### config.mk
export PLATFORM = sky130hd
export DESIGN_NAME = bds_ctrl
export DESIGN_NICKNAME = d
export VERILOG_FILES = /design/src/rtl/bds_pkg.sv /design/src/rtl/bds_ctrl.sv
export SDC_FILE = /design/constraint.sdc
export NUM_CORES = 1
export LEC_CHECK = 0
export ABC_AREA = 1
export BUFFER_PORTS_ARGS = -buffer_cell sky130_fd_sc_hd__buf_2
export CAP_MARGIN = 10
export CORE_UTILIZATION = 35
export DETAILED_ROUTE_END_ITERATION = 10
export SLEW_MARGIN = 25
export SYNTH_ARGS = -nofsm -noshare
export SYNTH_HDL_FRONTEND = slang
export SYNTH_SLANG_ARGS = --single-unit
### constraint.sdc
create_clock -name i_clk -period 2 [get_ports i_clk]
set_input_delay 0.2 -clock i_clk [delete_from_list [all_inputs] [get_ports i_clk]]
set_output_delay 0.2 -clock i_clk [all_outputs]
set_load 0.05 [all_outputs]
### src/rtl/bds_pkg.sv
`timescale 1ns / 1ps
// ----------------------------------------------------------------------------
// bds_pkg
// Shared types, codes and constants of the Brownian dumbbell step core.
// ----------------------------------------------------------------------------
package bds_pkg;

    localparam int CFG_IDX_W  = 3;
    localparam int CFG_DATA_W = 32;

    // configuration register indexes
    localparam logic [CFG_IDX_W-1:0] CFG_POS_LOW  = 3'd0;
    localparam logic [CFG_IDX_W-1:0] CFG_POS_HIGH = 3'd1;
    localparam logic [CFG_IDX_W-1:0] CFG_MOB_LOW  = 3'd2;
    localparam logic [CFG_IDX_W-1:0] CFG_MOB_HIGH = 3'd3;
    localparam logic [CFG_IDX_W-1:0] CFG_REST     = 3'd4;
    localparam logic [CFG_IDX_W-1:0] CFG_TARGET   = 3'd5;
    localparam logic [CFG_IDX_W-1:0] CFG_GAIN     = 3'd6;

    // configuration reset values
    localparam logic [31:0] POS_LOW_RST  = 32'd0;
    localparam logic [31:0] POS_HIGH_RST = 32'd655360;
    localparam logic [30:0] MOB_LOW_RST  = 31'd6554;
    localparam logic [30:0] MOB_HIGH_RST = 31'd65536;
    localparam logic [30:0] REST_RST     = 31'd196608;
    localparam logic [31:0] TARGET_RST   = 32'd327680;
    localparam logic [16:0] GAIN_RST     = 17'd655;

    // bead reset positions, Q16.16
    localparam int BEAD_A_Y_RST = 131072;
    localparam int BEAD_B_Y_RST = 327680;

    // CORDIC gain correction, Q1.30
    localparam logic [30:0] KINV_Q30     = 31'd652032874;
    localparam logic [31:0] HALF_TURN    = 32'h8000_0000;
    localparam logic [31:0] QUARTER_TURN = 32'h4000_0000;
    localparam logic [31:0] ANGLE_ROUND  = 32'h0000_8000;

    typedef enum logic [3:0] {
        OP_NONE,
        OP_START,
        OP_LOAD,
        OP_MOB,
        OP_MUL,
        OP_DIV,
        OP_ROT_KICK,
        OP_ROT_SPRING,
        OP_VEC_SPRING,
        OP_VEC_AXIS,
        OP_KICK_UPD,
        OP_SPRING_UPD,
        OP_HEIGHT_UPD,
        OP_ZERO_ANG,
        OP_OUT
    } t_op;

    // multiplier operand set, also fixes the destination and the shift
    typedef enum logic [2:0] {
        M_DIFF,
        M_MAG,
        M_KX,
        M_KY,
        M_DIST,
        M_MOVE,
        M_SHIFT
    } t_msel;

    typedef struct packed {
        t_op   op;
        t_msel msel;
        logic  bead;
    } t_cmd;

    typedef struct packed {
        logic kind;
        logic done;
        logic mob_simple;
        logic vec_zero;
    } t_status;

    // arctangent of 2^-i in units of 2^-32 turn
    function automatic logic [31:0] atan_turn(input logic [4:0] idx);
        logic [31:0] v;
        case (idx)
            5'd0:  v = 32'd536870912;
            5'd1:  v = 32'd316933406;
            5'd2:  v = 32'd167458907;
            5'd3:  v = 32'd85004756;
            5'd4:  v = 32'd42667331;
            5'd5:  v = 32'd21354465;
            5'd6:  v = 32'd10680094;
            5'd7:  v = 32'd5340245;
            5'd8:  v = 32'd2670163;
            5'd9:  v = 32'd1335087;
            5'd10: v = 32'd667544;
            5'd11: v = 32'd333772;
            5'd12: v = 32'd166886;
            5'd13: v = 32'd83443;
            5'd14: v = 32'd41721;
            5'd15: v = 32'd20860;
            5'd16: v = 32'd10430;
            5'd17: v = 32'd5215;
            5'd18: v = 32'd2607;
            5'd19: v = 32'd1303;
            5'd20: v = 32'd651;
            5'd21: v = 32'd325;
            5'd22: v = 32'd162;
            5'd23: v = 32'd81;
            default: v = 32'd0;
        endcase
        return v;
    endfunction

endpackage

### src/rtl/bds_ctrl.sv
`timescale 1ns / 1ps
// ----------------------------------------------------------------------------
// bds_ctrl
// Sequencer: walks one item through kick, spring, height and axis steps,
// issuing datapath commands and waiting on unit completion.
// ----------------------------------------------------------------------------
module bds_ctrl (
    input  logic           i_clk,
    input  logic           i_rst_n,
    input  logic           i_in_valid,
    output logic           o_in_ready,
    output logic           o_out_valid,
    input  logic           i_out_ready,
    input  bds_pkg::t_status i_status,
    output bds_pkg::t_cmd  o_cmd
);
    import bds_pkg::*;

    typedef enum logic [20:0] {
        S_IDLE  = 21'h000001,
        S_DISP  = 21'h000002,
        S_MOB   = 21'h000004,
        S_DIV   = 21'h000008,
        S_MAG   = 21'h000010,
        S_ROTK  = 21'h000020,
        S_KX    = 21'h000040,
        S_KY    = 21'h000080,
        S_KUPD  = 21'h000100,
        S_SCHK  = 21'h000200,
        S_DIST  = 21'h000400,
        S_MOVE  = 21'h000800,
        S_ROTS  = 21'h001000,
        S_UX    = 21'h002000,
        S_UY    = 21'h004000,
        S_SUPD  = 21'h008000,
        S_SHIFT = 21'h010000,
        S_HUPD  = 21'h020000,
        S_AXIS  = 21'h040000,
        S_OUT   = 21'h080000,
        S_WAIT  = 21'h100000
    } t_state;

    t_state r_state, n_state;
    t_state r_ret, n_ret;
    logic   r_bead, n_bead;
    logic   r_ovalid, n_ovalid;
    t_cmd   cmd;

    always_comb begin
        n_state  = r_state;
        n_ret    = r_ret;
        n_bead   = r_bead;
        n_ovalid = r_ovalid & ~i_out_ready;
        cmd      = '{op: OP_NONE, msel: M_DIFF, bead: r_bead};
        unique case (r_state)
            S_IDLE: begin
                if (i_in_valid) begin
                    cmd.op  = OP_START;
                    n_state = S_DISP;
                end
            end
            S_DISP: begin
                n_bead = 1'b0;
                if (i_status.kind) begin
                    cmd.op  = OP_LOAD;
                    n_state = S_AXIS;
                end else begin
                    n_state = S_MOB;
                end
            end
            S_MOB: begin
                if (i_status.mob_simple) begin
                    cmd.op  = OP_MOB;
                    n_state = S_MAG;
                end else begin
                    cmd.op   = OP_MUL;
                    cmd.msel = M_DIFF;
                    n_ret    = S_DIV;
                    n_state  = S_WAIT;
                end
            end
            S_DIV: begin
                cmd.op  = OP_DIV;
                n_ret   = S_MAG;
                n_state = S_WAIT;
            end
            S_MAG: begin
                cmd.op   = OP_MUL;
                cmd.msel = M_MAG;
                n_ret    = S_ROTK;
                n_state  = S_WAIT;
            end
            S_ROTK: begin
                cmd.op  = OP_ROT_KICK;
                n_ret   = S_KX;
                n_state = S_WAIT;
            end
            S_KX: begin
                cmd.op   = OP_MUL;
                cmd.msel = M_KX;
                n_ret    = S_KY;
                n_state  = S_WAIT;
            end
            S_KY: begin
                cmd.op   = OP_MUL;
                cmd.msel = M_KY;
                n_ret    = S_KUPD;
                n_state  = S_WAIT;
            end
            S_KUPD: begin
                cmd.op = OP_KICK_UPD;
                if (!r_bead) begin
                    n_bead  = 1'b1;
                    n_state = S_MOB;
                end else begin
                    n_state = S_SCHK;
                end
            end
            S_SCHK: begin
                // coincident beads: no spring pull
                if (i_status.vec_zero) begin
                    n_state = S_SHIFT;
                end else begin
                    cmd.op  = OP_VEC_SPRING;
                    n_ret   = S_DIST;
                    n_state = S_WAIT;
                end
            end
            S_DIST: begin
                cmd.op   = OP_MUL;
                cmd.msel = M_DIST;
                n_ret    = S_MOVE;
                n_state  = S_WAIT;
            end
            S_MOVE: begin
                cmd.op   = OP_MUL;
                cmd.msel = M_MOVE;
                n_ret    = S_ROTS;
                n_state  = S_WAIT;
            end
            S_ROTS: begin
                cmd.op  = OP_ROT_SPRING;
                n_ret   = S_UX;
                n_state = S_WAIT;
            end
            S_UX: begin
                cmd.op   = OP_MUL;
                cmd.msel = M_KX;
                n_ret    = S_UY;
                n_state  = S_WAIT;
            end
            S_UY: begin
                cmd.op   = OP_MUL;
                cmd.msel = M_KY;
                n_ret    = S_SUPD;
                n_state  = S_WAIT;
            end
            S_SUPD: begin
                cmd.op  = OP_SPRING_UPD;
                n_state = S_SHIFT;
            end
            S_SHIFT: begin
                cmd.op   = OP_MUL;
                cmd.msel = M_SHIFT;
                n_ret    = S_HUPD;
                n_state  = S_WAIT;
            end
            S_HUPD: begin
                cmd.op  = OP_HEIGHT_UPD;
                n_state = S_AXIS;
            end
            S_AXIS: begin
                if (i_status.vec_zero) begin
                    cmd.op  = OP_ZERO_ANG;
                    n_state = S_OUT;
                end else begin
                    cmd.op  = OP_VEC_AXIS;
                    n_ret   = S_OUT;
                    n_state = S_WAIT;
                end
            end
            S_OUT: begin
                // hold until the previous result is taken
                if (!r_ovalid) begin
                    cmd.op   = OP_OUT;
                    n_ovalid = 1'b1;
                    n_state  = S_IDLE;
                end
            end
            S_WAIT: begin
                if (i_status.done) n_state = r_ret;
            end
            default: n_state = S_IDLE;
        endcase
    end

    always_ff @(posedge i_clk) begin
        if (!i_rst_n) begin
            r_state  <= S_IDLE;
            r_ret    <= S_IDLE;
            r_bead   <= 1'b0;
            r_ovalid <= 1'b0;
        end else begin
            r_state  <= n_state;
            r_ret    <= n_ret;
            r_bead   <= n_bead;
            r_ovalid <= n_ovalid;
        end
    end

    assign o_in_ready  = (r_state == S_IDLE);
    assign o_out_valid = r_ovalid;
    assign o_cmd       = cmd;

    a_out_no_overwrite: assert property (@(posedge i_clk) disable iff (!i_rst_n)
        (cmd.op == OP_OUT) |-> !r_ovalid)
        else $error("result register written while a result is pending");

    a_done_in_wait: assert property (@(posedge i_clk) disable iff (!i_rst_n)
        i_status.done |-> (r_state == S_WAIT))
        else $error("unit completion outside of a wait");

    a_accept_dispatch: assert property (@(posedge i_clk) disable iff (!i_rst_n)
        (i_in_valid && o_in_ready) |=> (r_state == S_DISP))
        else $error("accepted transaction not dispatched");

endmodule

==> run summary <==
The checks that failed: setup timing. The share of cells above drive strength 1 is 36.7%. The kind of cell adding the most delay to the critical path is simple AND/OR/NAND/NOR gates. The number of flip-flops and latches in the synthesized netlist came out at 38. The internal reg-to-reg setup slack came out at 0.06 ns.

The total routing usage reported by global routing came out at 20.2%. The final count of hold timing violations is 0. The total number of vias came out at 2417. The height of the chip came out at 84.2 um. The top cell types in the final layout, fill and taps aside, are nand2_1 (70), nor2_1 (54), inv_1 (36). The cell count after synthesis is 354. The data required time of the worst path is 1.80 ns. The number of buffers added by the clock tree synthesis step is 5.

By area the synthesized netlist is led by dfxtp_1 (32%), nand2_1 (12%), nor2_1 (9.5%). The endpoint identified for the worst register-to-register timing path is r_state[5]. The number of primary I/O pins came out at 18.

Setup repair after global routing could not meet its margin everywhere. Setup violations remaining at the end of the flow were counted as 3. Of all cell types, the one taking the most synthesized area is dfxtp_1. Summed over all cells, the static leakage comes to 0.00140 uW. The leading cell type in the layout, fill and taps excluded is nand2_1.

The worst clock skew on the final layout came out at 0.00647 ns. For this run, design rule violations remaining after detail routing come to 0. The setup path with the least slack is of type reg2out. The max-slew headroom at the worst pin came out at 59.6%. The layout-stage area growth over the synthesis result is 30.3%. The clock period minus final worst setup slack came out at 2.03 ns. The sequential fraction of the synthesis area came out at 32.2%. After floorplanning, the core was divided into 29 placement rows. The buffer depth of the longest clock path came out at 2. Clock tree synthesis found a total of 38 sinks. The largest stage delay on the critical path came out at 0.39 ns.

The maximum fanout along the worst path is 6. The max-slew violation count was 0. Once the floorplan was initialized, standard cells occupied 36.8% of the core. After synthesis, the netlist uses 31 different library cells. The starting DRC count in detailed routing came out at 209. The run finished, with violations left. The worst setup path is captured at an output pin.

The number of buffer cells added on primary ports is 17. In this run the clock root is driven by a clkbuf_8. The die covers 0.00709 mm2. In the finished design, the share of the clock period the worst path needs comes to 101%. Measured in cells, the most critical reg-to-reg path has a length of 12.

The path class of the tightest hold or removal check is in2reg. The sequential cell area is 788 um2. The count of nets after finishing came out at 409. The max-cap check violation count is 0. The cell depth of the worst hold path is 4.

The actual transition at the worst max-transition pin is 0.606 ns. The via count of the first global-routing pass is 2294. The number of antenna violations at the first check in global routing came out at 0. Static timing analysis puts the maximum clock frequency at 0.493 GHz. The detailed-route wire length is 6.72 mm. The total congestion overflow is 0. The die outline width is 84.2 um.

The count of nets left with antenna violations once routing finished came out at 0. The worst path buffer plus inverter count is 2. The path with the worst hold slack has its endpoint at r_state[2].

In this run the critical register-to-register path is launched from r_state[16]. In this run, post-CTS hold repair placed 0 buffers. The post-CTS clock slew at the launch and capture registers of the worst setup and hold paths is 0.08 ns. The mapped cell area is 0.00236 mm2. The utilization after layout is 48.0%. The final antenna diode count came out at 0. Dividing total power by cell area gives a power density of 699 mW/mm2.

TritonCTS built the clock tree. A synthesized cell averages 6.68 um2. The total power of the final layout came out at 2150 uW. The H-tree was split into 2 levels.

After detailed routing, the number of vias per cell comes to 5.06. The number of detailed-route iterations in the first pass is 4. The fraction of post-synthesis cell area in the top cell type by area is 32.2%. The worst hold path startpoint is i_status[3].

The footprint of the multi-input gates is 0.00154 mm2. The critical path startpoint category is a flip-flop. In this run the standard cell core region covers 0.00642 mm2. The congestion estimate from routability-driven global placement came to 0.920.

The signal on the critical path passes through nor2_4 -> nand2_4 -> buf_4 -> nor3_4 -> o21ai_2 -> nand3_2 -> or3_1 -> buf_6. The total of warnings raised by yosys is 0. The worst ir drop on vdd came out at 0.000324 V. The filler cell count in the final layout came out at 649. Data on the critical path arrives at its endpoint at 1.83 ns. The largest individual stage delay along the critical path comes from the cell or3_1.

The maximum number of pins on one net before global-route repair came out at 29. The net count of the mapped netlist came out at 362. The first global-routing pass estimated 11.2 mm of wire. The average wire per cell in the routed design is 14.1 um. The least setup slack across all paths after layout came out at -0.0275 ns. At the later pin of the worst-skew pair, clock insertion delay measures 0.29 ns. The HPWL after detailed placement is 5.09 mm. The post-placement setup slack is 0.00968 ns.
[state kept, by name, summed over array words and instances, names as in the netlist]
signal and flops:
o_out_valid 1, r_bead 1, r_ret 15, r_state 21
[cell families after synthesis]
kind of cell | count (synthesis) | synth area share, %
and+or+nand+nor | 234 | 50.9
buffers and inverters | 52 | 9.53
DFF | 38 | 32.2
AOI/OAI and AO/OA | 30 | 7.36
[repair_timing]
action	in CTS	in global routing
setup buffers	15	4
resized for setup	62	18
pin swaps	23	10
endpoints found under the setup margin	9	22
gates cloned	0	0
[worst register-to-register path: cells and delay by family, from the launching register on]
| family | cells | cell delay (ns) |
|---|---|---|
| buffers and inverters | 1 | 0.16 |
| flip-flops | 1 | 0.38 |
| AND/OR/NAND/NOR | 11 | 1.27 |
[Yosys cell counts]
| cell type | n |
|---|---|
| a211o_1 | 1 |
| a21oi_1 | 15 |
| a21oi_4 | 1 |
| buf_2 | 3 |
| buf_4 | 1 |
| buf_6 | 3 |
| clkbuf_1 | 2 |
| dfxtp_1 | 38 |
| inv_1 | 39 |
| inv_2 | 4 |
| nand2_1 | 77 |
| nand2_2 | 5 |
| nand2_4 | 3 |
| nand2_8 | 2 |
| nand3_1 | 38 |
| nand3_2 | 2 |
| nand4_1 | 5 |
| nor2_1 | 60 |
| nor2_2 | 12 |
| nor2_4 | 4 |
| nor2_8 | 2 |
| nor3_1 | 9 |
| nor3_2 | 11 |
| nor3b_1 | 2 |
| nor4_1 | 1 |
| o211ai_1 | 1 |
| o21ai_0 | 6 |
| o21ai_1 | 3 |
| o21ai_2 | 1 |
| o22ai_1 | 2 |
| or3_1 | 1 |
[metrics by stage]
stage | std cells | hold WS (ns) | cell area (um2) | TNS (ns)
after floorplan | 354 | 0.365 | 2370 | 0
after detailed placement | 452 | 0.444 | 2600 | 0
final | 478 | 0.180 | 3080 | -0.0520
after CTS | 474 | 0.173 | 3000 | -0.0552
after global routing | 478 | 0.216 | 3080 | -1.18
after global placement | 452 | 0.446 | 2600 | 0
[worst max path at each step]
| stage | start | to | cells after the start |
|---|---|---|---|
| floorplan | r_state[12] | o_cmd[4] | 9 |
| global placement | r_state[10] | r_state[3] | 10 |
| detailed placement | r_state[8] | r_state[4] | 9 |
| CTS | r_state[11] | o_cmd[6] | 10 |
| global route | r_state[2] | o_cmd[7] | 10 |
| finish | r_state[11] | o_cmd[5] | 8 |
[power breakdown]
part	internal, uW	total (uW)	switching [uW]
logic	247	684	437
clock network	399	679	280
registers	773	791	18.0
[cell type report]
type,instances,share of cell area [%]
Multi-Input combinational cell,264,50.1
Sequential cell,38,25.6
Timing Repair Buffer,49,12.2
Inverter,43,5.32
Tap cell,77,3.13
Clock buffer,6,2.68
Clock inverter,1,0.975
[layer usage]
metal	track usage (%)	share of wire, %	up-vias
met3	3.15	5.5	10
li1	-	-	1225
met1	27.5	46	1118
met5	0	0	-
met2	33.6	47	64
met4	5.17	1.8	0
(Power assumes the default switching activity.)
